--- src/rtl/core/mcr_pkg.sv ---
// Shared constants and types of the midpoint circle rasterizer.
package mcr_pkg;

  localparam int DEF_COORD_BITS  = 10;
  localparam int DEF_RADIUS_BITS = 9;

  localparam int COLOR_BITS = 4;
  localparam logic [COLOR_BITS-1:0] PEN_RESET = 4'd5;

  // Command codes.
  localparam logic CMD_START = 1'b0;
  localparam logic CMD_STEP  = 1'b1;

  // Pixels per group and depth of the group queue.
  localparam int GROUP_PIXELS = 8;
  localparam int PIX_IDX_BITS = $clog2(GROUP_PIXELS);
  localparam int QUEUE_DEPTH  = 2;

  // Status of the group queue, seen by both the front and the back.
  typedef struct packed {
    logic full;
    logic empty;
  } mcr_qstat_t;

endpackage

--- src/rtl/core/mcr_front.sv ---
// Front end: takes commands, runs the octant walk and hands pixel groups to the queue.
module mcr_front
  import mcr_pkg::*;
#(
  parameter int COORD_BITS  = DEF_COORD_BITS,
  parameter int RADIUS_BITS = DEF_RADIUS_BITS
) (
  input  logic                   clk,
  input  logic                   rst,
  input  logic                   in_valid,
  output logic                   in_stall,
  input  logic                   command,
  input  logic [COORD_BITS-1:0]  center_x,
  input  logic [COORD_BITS-1:0]  center_y,
  input  logic [RADIUS_BITS-1:0] radius,
  input  mcr_qstat_t             qstat,
  output logic                   push,
  output logic [COORD_BITS-1:0]  grp_cx,
  output logic [COORD_BITS-1:0]  grp_cy,
  output logic [RADIUS_BITS-1:0] grp_x,
  output logic [RADIUS_BITS-1:0] grp_y,
  output logic                   grp_fin
);

  localparam int DEC_BITS = RADIUS_BITS + 3;

  logic [RADIUS_BITS-1:0] col_offset;
  logic [RADIUS_BITS-1:0] row_offset;
  logic [DEC_BITS-1:0]    decision;
  logic [COORD_BITS-1:0]  latched_cx;
  logic [COORD_BITS-1:0]  latched_cy;
  logic                   active;

  logic                   accept;
  logic                   is_start;
  logic                   walking;
  logic [RADIUS_BITS-1:0] x_step;
  logic [RADIUS_BITS-1:0] y_step;
  logic [DEC_BITS-1:0]    x_ext;
  logic [DEC_BITS-1:0]    y_ext;
  logic [DEC_BITS-1:0]    d_step;
  logic [DEC_BITS-1:0]    d_start;
  logic                   fin_step;

  assign in_stall = qstat.full;
  assign accept   = in_valid && !qstat.full;
  assign is_start = (command == CMD_START);
  assign walking  = active && (col_offset < row_offset);

  // One column of the walk; the decision value wraps at its own width.
  always_comb begin
    x_step = col_offset + RADIUS_BITS'(1);
    x_ext  = DEC_BITS'(col_offset) + DEC_BITS'(1);
    if (decision[DEC_BITS-1]) begin
      y_step = row_offset;
      y_ext  = DEC_BITS'(row_offset);
      d_step = decision + (x_ext << 1) + DEC_BITS'(1);
    end else begin
      y_step = row_offset - RADIUS_BITS'(1);
      y_ext  = DEC_BITS'(row_offset) - DEC_BITS'(1);
      d_step = decision + (x_ext << 1) - (y_ext << 1) + DEC_BITS'(1);
    end
    fin_step = (x_step >= y_step);
    d_start  = DEC_BITS'(1) - DEC_BITS'(radius);
  end

  assign push    = accept && (is_start || walking);
  assign grp_cx  = is_start ? center_x : latched_cx;
  assign grp_cy  = is_start ? center_y : latched_cy;
  assign grp_x   = is_start ? '0 : x_step;
  assign grp_y   = is_start ? radius : y_step;
  assign grp_fin = is_start ? (radius == '0) : fin_step;

  always_ff @(posedge clk) begin
    if (rst) begin
      col_offset <= '0;
      row_offset <= '0;
      decision   <= '0;
      latched_cx <= '0;
      latched_cy <= '0;
      active     <= 1'b0;
    end else if (accept) begin
      if (is_start) begin
        latched_cx <= center_x;
        latched_cy <= center_y;
        col_offset <= '0;
        row_offset <= radius;
        decision   <= d_start;
        active     <= (radius != '0);
      end else if (walking) begin
        col_offset <= x_step;
        row_offset <= y_step;
        decision   <= d_step;
        active     <= !fin_step;
      end else begin
        active <= 1'b0;
      end
    end
  end

endmodule

--- src/rtl/core/mcr_queue.sv ---
// Short queue of pixel groups between the front and the back.
module mcr_queue
  import mcr_pkg::*;
#(
  parameter int WIDTH = 2 * DEF_COORD_BITS + 2 * DEF_RADIUS_BITS + 1
) (
  input  logic             clk,
  input  logic             rst,
  input  logic             push,
  input  logic [WIDTH-1:0] wr_data,
  input  logic             pop,
  output logic [WIDTH-1:0] rd_data,
  output mcr_qstat_t       qstat
);

  localparam int PTR_BITS = (QUEUE_DEPTH > 1) ? $clog2(QUEUE_DEPTH) : 1;
  localparam int CNT_BITS = $clog2(QUEUE_DEPTH + 1);

  logic [WIDTH-1:0]    entries [QUEUE_DEPTH];
  logic [PTR_BITS-1:0] wr_ptr;
  logic [PTR_BITS-1:0] rd_ptr;
  logic [CNT_BITS-1:0] count;

  assign qstat.full  = (count == CNT_BITS'(QUEUE_DEPTH));
  assign qstat.empty = (count == '0);
  assign rd_data     = entries[rd_ptr];

  always_ff @(posedge clk) begin
    if (push) begin
      entries[wr_ptr] <= wr_data;
    end
  end

  always_ff @(posedge clk) begin
    if (rst) begin
      wr_ptr <= '0;
      rd_ptr <= '0;
      count  <= '0;
    end else begin
      if (push) begin
        wr_ptr <= (wr_ptr == PTR_BITS'(QUEUE_DEPTH - 1)) ? '0 : wr_ptr + PTR_BITS'(1);
      end
      if (pop) begin
        rd_ptr <= (rd_ptr == PTR_BITS'(QUEUE_DEPTH - 1)) ? '0 : rd_ptr + PTR_BITS'(1);
      end
      if (push && !pop) begin
        count <= count + CNT_BITS'(1);
      end else if (pop && !push) begin
        count <= count - CNT_BITS'(1);
      end
    end
  end

endmodule

--- src/rtl/core/mcr_back.sv ---
// Back end: eight symmetric pixels per group, one per cycle unless stalled.
module mcr_back
  import mcr_pkg::*;
#(
  parameter int COORD_BITS  = DEF_COORD_BITS,
  parameter int RADIUS_BITS = DEF_RADIUS_BITS
) (
  input  logic                          clk,
  input  logic                          rst,
  input  logic                          cfg_write,
  input  logic [COLOR_BITS-1:0]         cfg_data,
  input  mcr_qstat_t                    qstat,
  output logic                          pop,
  input  logic [COORD_BITS-1:0]         q_cx,
  input  logic [COORD_BITS-1:0]         q_cy,
  input  logic [RADIUS_BITS-1:0]        q_x,
  input  logic [RADIUS_BITS-1:0]        q_y,
  input  logic                          q_fin,
  output logic                          out_valid,
  input  logic                          out_stall,
  output logic signed [COORD_BITS+1:0]  pixel_x,
  output logic signed [COORD_BITS+1:0]  pixel_y,
  output logic [COLOR_BITS-1:0]         color,
  output logic                          last,
  output logic                          finished
);

  localparam int PIX_BITS = COORD_BITS + 2;
  localparam int SUM_BITS = ((RADIUS_BITS > COORD_BITS) ? RADIUS_BITS : COORD_BITS) + 2;
  localparam logic [PIX_IDX_BITS-1:0] LAST_IDX = PIX_IDX_BITS'(GROUP_PIXELS - 1);

  logic                    busy;
  logic [PIX_IDX_BITS-1:0] idx;
  logic [COLOR_BITS-1:0]   pen_color;
  logic [COORD_BITS-1:0]   g_cx;
  logic [COORD_BITS-1:0]   g_cy;
  logic [RADIUS_BITS-1:0]  g_x;
  logic [RADIUS_BITS-1:0]  g_y;
  logic                    g_fin;

  logic                    advance;
  logic                    swap;
  logic                    neg_x;
  logic                    neg_y;
  logic [RADIUS_BITS-1:0]  off_a;
  logic [RADIUS_BITS-1:0]  off_b;
  logic [SUM_BITS-1:0]     sum_x;
  logic [SUM_BITS-1:0]     sum_y;

  assign advance = busy && (!out_valid || !out_stall);
  assign pop     = !qstat.empty && (!busy || (advance && idx == LAST_IDX));

  // Octant symmetry: which offset goes on which axis, and with what sign.
  always_comb begin
    swap  = idx inside {3'd1, 3'd2, 3'd5, 3'd6};
    neg_x = idx inside {[3'd2:3'd5]};
    neg_y = idx inside {[3'd4:3'd7]};
    off_a = swap ? g_y : g_x;
    off_b = swap ? g_x : g_y;
    sum_x = neg_x ? SUM_BITS'(g_cx) - SUM_BITS'(off_a) : SUM_BITS'(g_cx) + SUM_BITS'(off_a);
    sum_y = neg_y ? SUM_BITS'(g_cy) - SUM_BITS'(off_b) : SUM_BITS'(g_cy) + SUM_BITS'(off_b);
  end

  always_ff @(posedge clk) begin
    if (rst) begin
      busy      <= 1'b0;
      idx       <= '0;
      out_valid <= 1'b0;
      pen_color <= PEN_RESET;
    end else begin
      if (cfg_write) begin
        pen_color <= cfg_data;
      end
      if (advance) begin
        out_valid <= 1'b1;
      end else if (out_valid && !out_stall) begin
        out_valid <= 1'b0;
      end
      // A new group takes over right as the closing pixel of the old one leaves.
      if (pop) begin
        busy <= 1'b1;
        idx  <= '0;
      end else if (advance) begin
        idx <= idx + PIX_IDX_BITS'(1);
        if (idx == LAST_IDX) begin
          busy <= 1'b0;
        end
      end
    end
  end

  always_ff @(posedge clk) begin
    if (pop) begin
      g_cx  <= q_cx;
      g_cy  <= q_cy;
      g_x   <= q_x;
      g_y   <= q_y;
      g_fin <= q_fin;
    end
    if (advance) begin
      pixel_x  <= $signed(sum_x[PIX_BITS-1:0]);
      pixel_y  <= $signed(sum_y[PIX_BITS-1:0]);
      color    <= pen_color;
      last     <= (idx == LAST_IDX);
      finished <= (idx == LAST_IDX) && g_fin;
    end
  end

endmodule

--- src/rtl/core/midpoint_circle_rasterizer.sv ---
// Top level of the midpoint circle rasterizer: front end, group queue and pixel back end.
//
//   channel  direction  handshake            beat contents
//   in       sink       in_valid / in_stall  command, center_x, center_y, radius
//   out      source     out_valid / out_stall pixel_x, pixel_y, color, last, finished
//   cfg      sink       cfg_write            cfg_data (pen color)
//
// A start or a live step leaves a group of eight pixels, and the back end drives one
// pixel beat per cycle while out_stall is low, so a steady stream of commands is limited
// by the single pixel output port. A step that produces nothing pushes no group.
// Reset (rst, synchronous) empties the queue and the output and sets the pen color
// to its default of five.
// A stall on the output holds the current pixel; the front keeps taking commands
// until the two-entry group queue fills, then raises in_stall.
module midpoint_circle_rasterizer
  import mcr_pkg::*;
#(
  parameter int COORD_BITS  = DEF_COORD_BITS,
  parameter int RADIUS_BITS = DEF_RADIUS_BITS
) (
  input  logic                          clk,
  input  logic                          rst,
  input  logic                          cfg_write,
  input  logic [COLOR_BITS-1:0]         cfg_data,
  input  logic                          in_valid,
  output logic                          in_stall,
  input  logic                          command,
  input  logic [COORD_BITS-1:0]         center_x,
  input  logic [COORD_BITS-1:0]         center_y,
  input  logic [RADIUS_BITS-1:0]        radius,
  output logic                          out_valid,
  input  logic                          out_stall,
  output logic signed [COORD_BITS+1:0]  pixel_x,
  output logic signed [COORD_BITS+1:0]  pixel_y,
  output logic [COLOR_BITS-1:0]         color,
  output logic                          last,
  output logic                          finished
);

  // A queued group is the center, the two offsets and the end-of-walk flag.
  localparam int GRP_BITS = 2 * COORD_BITS + 2 * RADIUS_BITS + 1;

  mcr_qstat_t             qstat;
  logic                   push;
  logic                   pop;
  logic [COORD_BITS-1:0]  grp_cx;
  logic [COORD_BITS-1:0]  grp_cy;
  logic [RADIUS_BITS-1:0] grp_x;
  logic [RADIUS_BITS-1:0] grp_y;
  logic                   grp_fin;
  logic [GRP_BITS-1:0]    wr_data;
  logic [GRP_BITS-1:0]    rd_data;
  logic [COORD_BITS-1:0]  q_cx;
  logic [COORD_BITS-1:0]  q_cy;
  logic [RADIUS_BITS-1:0] q_x;
  logic [RADIUS_BITS-1:0] q_y;
  logic                   q_fin;

  mcr_front #(
    .COORD_BITS  (COORD_BITS),
    .RADIUS_BITS (RADIUS_BITS)
  ) u_front (
    .clk      (clk),
    .rst      (rst),
    .in_valid (in_valid),
    .in_stall (in_stall),
    .command  (command),
    .center_x (center_x),
    .center_y (center_y),
    .radius   (radius),
    .qstat    (qstat),
    .push     (push),
    .grp_cx   (grp_cx),
    .grp_cy   (grp_cy),
    .grp_x    (grp_x),
    .grp_y    (grp_y),
    .grp_fin  (grp_fin)
  );

  assign wr_data = {grp_cx, grp_cy, grp_x, grp_y, grp_fin};
  assign {q_cx, q_cy, q_x, q_y, q_fin} = rd_data;

  mcr_queue #(
    .WIDTH (GRP_BITS)
  ) u_queue (
    .clk     (clk),
    .rst     (rst),
    .push    (push),
    .wr_data (wr_data),
    .pop     (pop),
    .rd_data (rd_data),
    .qstat   (qstat)
  );

  mcr_back #(
    .COORD_BITS  (COORD_BITS),
    .RADIUS_BITS (RADIUS_BITS)
  ) u_back (
    .clk       (clk),
    .rst       (rst),
    .cfg_write (cfg_write),
    .cfg_data  (cfg_data),
    .qstat     (qstat),
    .pop       (pop),
    .q_cx      (q_cx),
    .q_cy      (q_cy),
    .q_x       (q_x),
    .q_y       (q_y),
    .q_fin     (q_fin),
    .out_valid (out_valid),
    .out_stall (out_stall),
    .pixel_x   (pixel_x),
    .pixel_y   (pixel_y),
    .color     (color),
    .last      (last),
    .finished  (finished)
  );

endmodule

--- config.mk ---
export PLATFORM = sky130hd
export DESIGN_NAME = midpoint_circle_rasterizer
export DESIGN_NICKNAME = d
export VERILOG_FILES = /design/src/rtl/core/mcr_pkg.sv /design/src/rtl/core/mcr_front.sv /design/src/rtl/core/mcr_queue.sv /design/src/rtl/core/mcr_back.sv /design/src/rtl/core/midpoint_circle_rasterizer.sv
export SDC_FILE = /design/constraint.sdc
export NUM_CORES = 1
export LEC_CHECK = 0
export ABC_AREA = 1
export BUFFER_PORTS_ARGS = -buffer_cell sky130_fd_sc_hd__buf_4
export CAP_MARGIN = 20
export CORE_AREA = 10 10 151 153
export CTS_CLUSTER_SIZE = 10
export DETAILED_ROUTE_END_ITERATION = 8
export DIE_AREA = 0 0 161 163
export GPL_TIMING_DRIVEN = 0
export PLACE_DENSITY = 0.81
export SYNTH_ARGS = -nofsm -noshare
export SYNTH_HDL_FRONTEND = slang
export SYNTH_HIERARCHICAL = 1
export SYNTH_SLANG_ARGS = --single-unit
--- constraint.sdc ---
create_clock -name clk -period 7.3 [get_ports clk]
set_input_delay 1.46 -clock clk [delete_from_list [all_inputs] [get_ports clk]]
set_output_delay 1.46 -clock clk [all_outputs]
set_load 0.01 [all_outputs]
Word-level counts from Yosys, hierarchy flattened --
Memory sizes are Yosys's and may differ from the RTL's. A register that Yosys moved wholly into a read port is not among the register bits. Cells that the tools add are included.
Word-level totals: memories 1, bits in writable memories 78, register bits 94, output and inout bits 32, input bits 39, bits in read-only memories 0, word-level logic and storage cells 115, latch bits 0
Memory list:
- u_queue.entries | depth 2, bits a word 39, rd ports 1, clocked after Yosys merged registers in 1, write ports 1, line mcr_queue.sv:19 | logic [WIDTH-1:0] entries [QUEUE_DEPTH];
Operators by class: equal/unequal tests 7, multiply operators 0, divide/modulo/power cells 0, shift-type cells 0, reduce and logical (&&, ||, !) cells 34, add/subtract/negate cells 18, bitwise gates (word level) 1, muxes and demuxes 30, magnitude comparators 6
Operators by type and width (count):
- two-way mux 9 bit | 9
- two-way mux 12 bit | 5
- adder 12 x 1 -> 12 bit, second input constant | 2
- adder 10 x 9 -> 11 bit | 2
- subtractor 10 x 9 -> 11 bit | 2
- two-way mux 10 bit | 2
- adder 12 bit | 1
- logical AND 1 bit | 12
- two-way mux 1 bit | 12
- subtractor 12 bit | 1
- adder 9 x 1 -> 10 bit, second input constant | 1
- subtractor 1 x 9 -> 10 bit, first input constant | 1
- subtractor 9 x 1 -> 10 bit, second input constant | 1
- adder 9 x 1 -> 9 bit, second input constant | 1
- equality test 3 bit, second input constant | 3
- >= comparator 9 bit | 1
- logical NOT 9 bit | 1
- less-than comparator 9 bit | 1
- nonzero test 9 bit | 1
- subtractor 9 x 1 -> 9 bit, second input constant | 1
- logical NOT 1 bit | 8
- nonzero test 2 bit | 4
- <= comparator 3 bit, second input constant | 2
- two-way mux 2 bit | 2
- other kinds (16) | 20

Logic depth before layout (Yosys ltp) --
word-level depth 9, gate-level depth with buffers 25, gate-level depth less buffers 25

Modules after synthesis --
The synthesis kept the hierarchy.
By module, submodules not included:
- mcr_back | area each 4798.4 um^2, instances 1, cells an instance 556, sequential area each 2252.2 um^2
- mcr_front | area each 4774.6 um^2, instances 1, cells an instance 744, sequential area each 1021.0 um^2
- mcr_queue | area each 3086.7 um^2, instances 1, cells an instance 154, sequential area each 2442.3 um^2

Worst setup path before layout --
No wires, ideal clock.
path kind input to register, start in in_valid, end mem u_queue/entries[0][0] (netlist bit) (enable), data arrival time 3895 ps, buffers on the path 1, library setup time 436 ps, path slack 2970 ps, cell stages on the path 7, data required time 6864 ps, cells stage by stage inv_1 > nor2_1 > clkinv_1 > a21oi_4 > buf_2 > inv_1 > nor2_1
Between the ends: cells in the longest elaborated chain, start to end 4
Ends and longest elaborated chain:
- from (decl) | line midpoint_circle_rasterizer.sv:25 | input logic in_valid,
- logical AND 1 bit | line mcr_front.sv:46 | assign accept = in_valid && !qstat.full;
- logical AND 1 bit | line mcr_front.sv:67 | assign push = accept && (is_start || walking);
- named net push | line midpoint_circle_rasterizer.sv:44 | logic push;
- two-way mux 1 bit | line mcr_queue.sv:29 | if (push) begin
- two-way mux 1 bit (implied by the code) | line mcr_queue.sv:30 | entries[wr_ptr] <= wr_data;
- to (decl) | line mcr_queue.sv:19
The timed path passes the listed nets, and every way through them passes these cells.

Final worst setup path --
start reg u_front.col_offset[0], end reg u_front.decision[10]
Between the ends: cells in the longest elaborated chain, start to end 7, elaborated cells on any way between the ends 12, those cells by class 5 x add/sub; 1 x order compare; 1 x eq/ne; 3 x mux; 2 x reduce/logical
Ends and longest elaborated chain:
- from (decl) | line mcr_front.sv:27 | logic [RADIUS_BITS-1:0] col_offset;
- from (signal assigned) | line mcr_front.sv:91 | col_offset <= x_step;
- adder 9 x 1 -> 10 bit | line mcr_front.sv:53 | x_ext = DEC_BITS'(col_offset) + DEC_BITS'(1);
- adder 12 bit | line mcr_front.sv:57, mcr_front.sv:61
- subtractor 12 bit | line mcr_front.sv:61 | d_step = decision + (x_ext << 1) - (y_ext << 1) + DEC_BITS'(1);
- adder 12 x 1 -> 12 bit | line mcr_front.sv:61
- two-way mux 12 bit | line mcr_front.sv:54 | if (decision[DEC_BITS-1]) begin
- two-way mux 12 bit | line mcr_front.sv:90 | end else if (walking) begin
- two-way mux 12 bit | line mcr_front.sv:83 | if (is_start) begin
- to (signal assigned) | line mcr_front.sv:88 | decision <= d_start;
- to (signal assigned) | line mcr_front.sv:93 | decision <= d_step;
- to (decl) | line mcr_front.sv:29 | logic [DEC_BITS-1:0] decision;
Parallel ways exist; a longest one is shown, timed or not. The select of a mux whose other input is x is not followed. A chain may end at the register's enable or synchronous reset.

==> impl_metrics.json <==
{
  "start_util_pct": 63.6,
  "seqCellArea_mm2": 0.00572,
  "clock.fmax_mhz": 222,
  "syn_area_per_cell_um2": 8.71,
  "async_flop_share_pct": 0,
  "route.detailed.drc": 0,
  "cts_hold_buf": 0,
  "ios": 71,
  "ant_nets": 0,
  "yosys_warnings": 6,
  "arrival_ns": 4.89,
  "area_growth_syn_to_layout_pct": 13.1,
  "path_common_cell": "nand2_1",
  "critPathKind": "reg -> reg",
  "cts_tree": "yes",
  "min_path_type": "reg -> reg",
  "fin_nets": 1697,
  "antenna_cells": 0,
  "dp.cells": 1796,
  "end_kind": "flop",
  "wl_per_cell_um": 16.4,
  "path_clk_slew_ns": 0.06,
  "cts_root_buffer": "clkbuf_16",
  "setup_tns_ns": 0,
  "period_minus_slack_ns": 4.50,
  "yosysMostFrequentCell": "nand2_1",
  "synth-edff-count": 147,
  "cp_data_required_time_ns": 7.69,
  "netlist-cell-type-count": 49,
  "grt_pass1_wl_um": 47700,
  "min_period_over_period_pct": 61.6,
  "tightest_slew_ns": 0.878,
  "post_cts_buffers": 0,
  "rows": 52,
  "final.setup_skew_ns": 0.0100,
  "wl_um": 30100,
  "cts_buffers": 25,
  "dp_hpwl_um": 23000,
  "run_status": "complete, no violations",
  "grt_usage_pct": 22.2,
  "slew_headroom_pct": 41.4,
  "synth_area_leaders": "edfxtp_1 (35%), dfxtp_1 (10%), ha_1 (9.7%)",
  "p_leak_nw": 6.49,
  "maxSlewViolCount": 0,
  "fin_util_pct": 71.9,
  "crit_buf_inv": 3,
  "rsz0062_at_grt": "no",
  "numPortBuffers": 70,
  "drive_above_1_share_pct": 13.4,
  "drtIter0Drc": 750,
  "setup_viol": 0,
  "multiInputGateArea_mm2": 0.00596,
  "hold_violations": 0,
  "cp_slowest_cell": "dfxtp_1",
  "grt_pass1_vias": 9575,
  "drv_cap": 0,
  "syn-num-nets": 1597,
  "synth.top_cell.area_share_pct": 34.9,
  "die_area_mm2": 0.0262,
  "synth_common_cells": "nand2_1 (316), inv_1 (193), edfxtp_1 (147)",
  "cp_top_family": "simple AND/OR/NAND/NOR gates",
  "grt_max_degree": 41,
  "power_mw": 6.63,
  "cts.repair.resized": 0,
  "synth_ff_type": "edfxtp_1",
  "clk_latency_ns": 0.51,
  "htreeDepth": 1,
  "grt_overflow": 0,
  "dr.pass1.iters": 5,
  "via_per_inst": 5.48,
  "fillers": 1544,
  "antenna_found_initial": 0,
  "place.gp.congestion": 0.970,
  "netlist_instances": 1454,
  "crit_chain": "nand3_1, nor2_1, nand2_1, xor2_1, inv_1, ha_1, nand2_1, inv_1, a21oi_1, nand2_1, nand2_1, nand2_1, ha_1, ha_1, inv_1, nor3_1, o21ai_0, o2111ai_1, a21oi_1, o21ai_0, nand2_1, nand2_1, a21oi_1",
  "fp.dieH_um": 163,
  "coreArea_mm2": 0.0199,
  "synth_top_area_cell": "edfxtp_1",
  "ir_drop_uv": 213,
  "dieWidth_um": 161,
  "clock_path_buffers": 3,
  "cp-start-kind": "flop",
  "cp_slowest_stage_delay_ns": 0.51,
  "power_density_mw_per_mm2": 463,
  "ys_seq_area_share_pct": 45.1,
  "stdcell_count": 1842,
  "via_count": 10100,
  "ys_ff_latch": 212,
  "syn_area_mm2": 0.0127,
  "whs_ns": 0.429,
  "cp_max_fo": 6,
  "clock_sinks": 212
}
flip-flops by register name (all words and copies together) (netlist names), 10 cells and up, named ones only:
name                cells
u_back/pixel_x         12
u_front/latched_cx     10
u_front/decision       12
u_front/latched_cy     10
u_back/g_cx            10
u_back/g_cy            10
u_queue/entries        78
u_back/pixel_y         12
kinds of logic after synthesis:
| logic type | after synthesis | synth area share [%] |
|---|---|---|
| compound gates | 240 | 10.7 |
| mux | 41 | 3.92 |
| xor+xnor | 29 | 2.01 |
| simple gates | 581 | 19.8 |
| flops | 212 | 45.1 |
| fa+ha+maj | 104 | 10.6 |
| buf+inv | 247 | 7.87 |
cell usage in the layout (no fill, tap or decap), drive strengths merged, types with 5 or more instances in the layout:
cell and n:
nand3b 7, xnor2 5, ha 98, inv 202
clkbuf 65, nand4 15, dfxtp 65, nor3 11
a211oi 22, nand3 79, buf 94, xor2 24
o21bai 5, nand2 328, edfxtp 147, fa 6
mux2 39, o21ai 118, a21oi 76, nor2 140
layer usage:
layer	track usage, %	vias to the layer above	routed length [um]
met5	0	-	0
met4	9.22	0	1010
met3	4.30	64	2160
met2	37.6	348	14400
met1	27.5	4650	12600
li1	-	5038	-
power breakdown:
part | internal [mW] | total, mW | switching [mW]
registers | 1.76 | 1.92 | 0.162
logic | 1.35 | 3.62 | 2.27
clock network | 0.637 | 1.09 | 0.448
through the flow:
| step | setup slack (ns) | cell area (um^2) |
|---|---|---|
| finish | 2.80 | 14300 |
| detailed placement | 2.95 | 13600 |
| global placement | 1.50 | 13500 |
| floorplan | 2.97 | 12700 |
| CTS | 2.90 | 14300 |
| global route | 2.47 | 14300 |
final cells by class:
| type | instances | share of cell area [%] |
|---|---|---|
| well taps | 270 | 2.36 |
| repair buffers | 73 | 4.14 |
| clock inverters | 3 | 0.122 |
| multi-input cells | 995 | 41.7 |
| clock buffers | 42 | 4.82 |
| inverters | 203 | 5.36 |
| flip-flops and latches | 212 | 39.9 |
| plain buffers | 44 | 1.60 |
worst paths after layout:
kind / from / end / slack [ns] / cells after the start
worst max-delay path: u_front/col_offset[0] / u_front/decision[10] / 2.80 / 23
worst min register to register: u_back/pen_color[3] / u_back/color[3] / 0.43 / 0
worst max register to register: u_front/col_offset[0] / u_front/decision[10] / 2.80 / 23
worst min-delay path: u_back/pen_color[3] / u_back/color[3] / 0.43 / 0
Power figures use the tool's default switching activity.
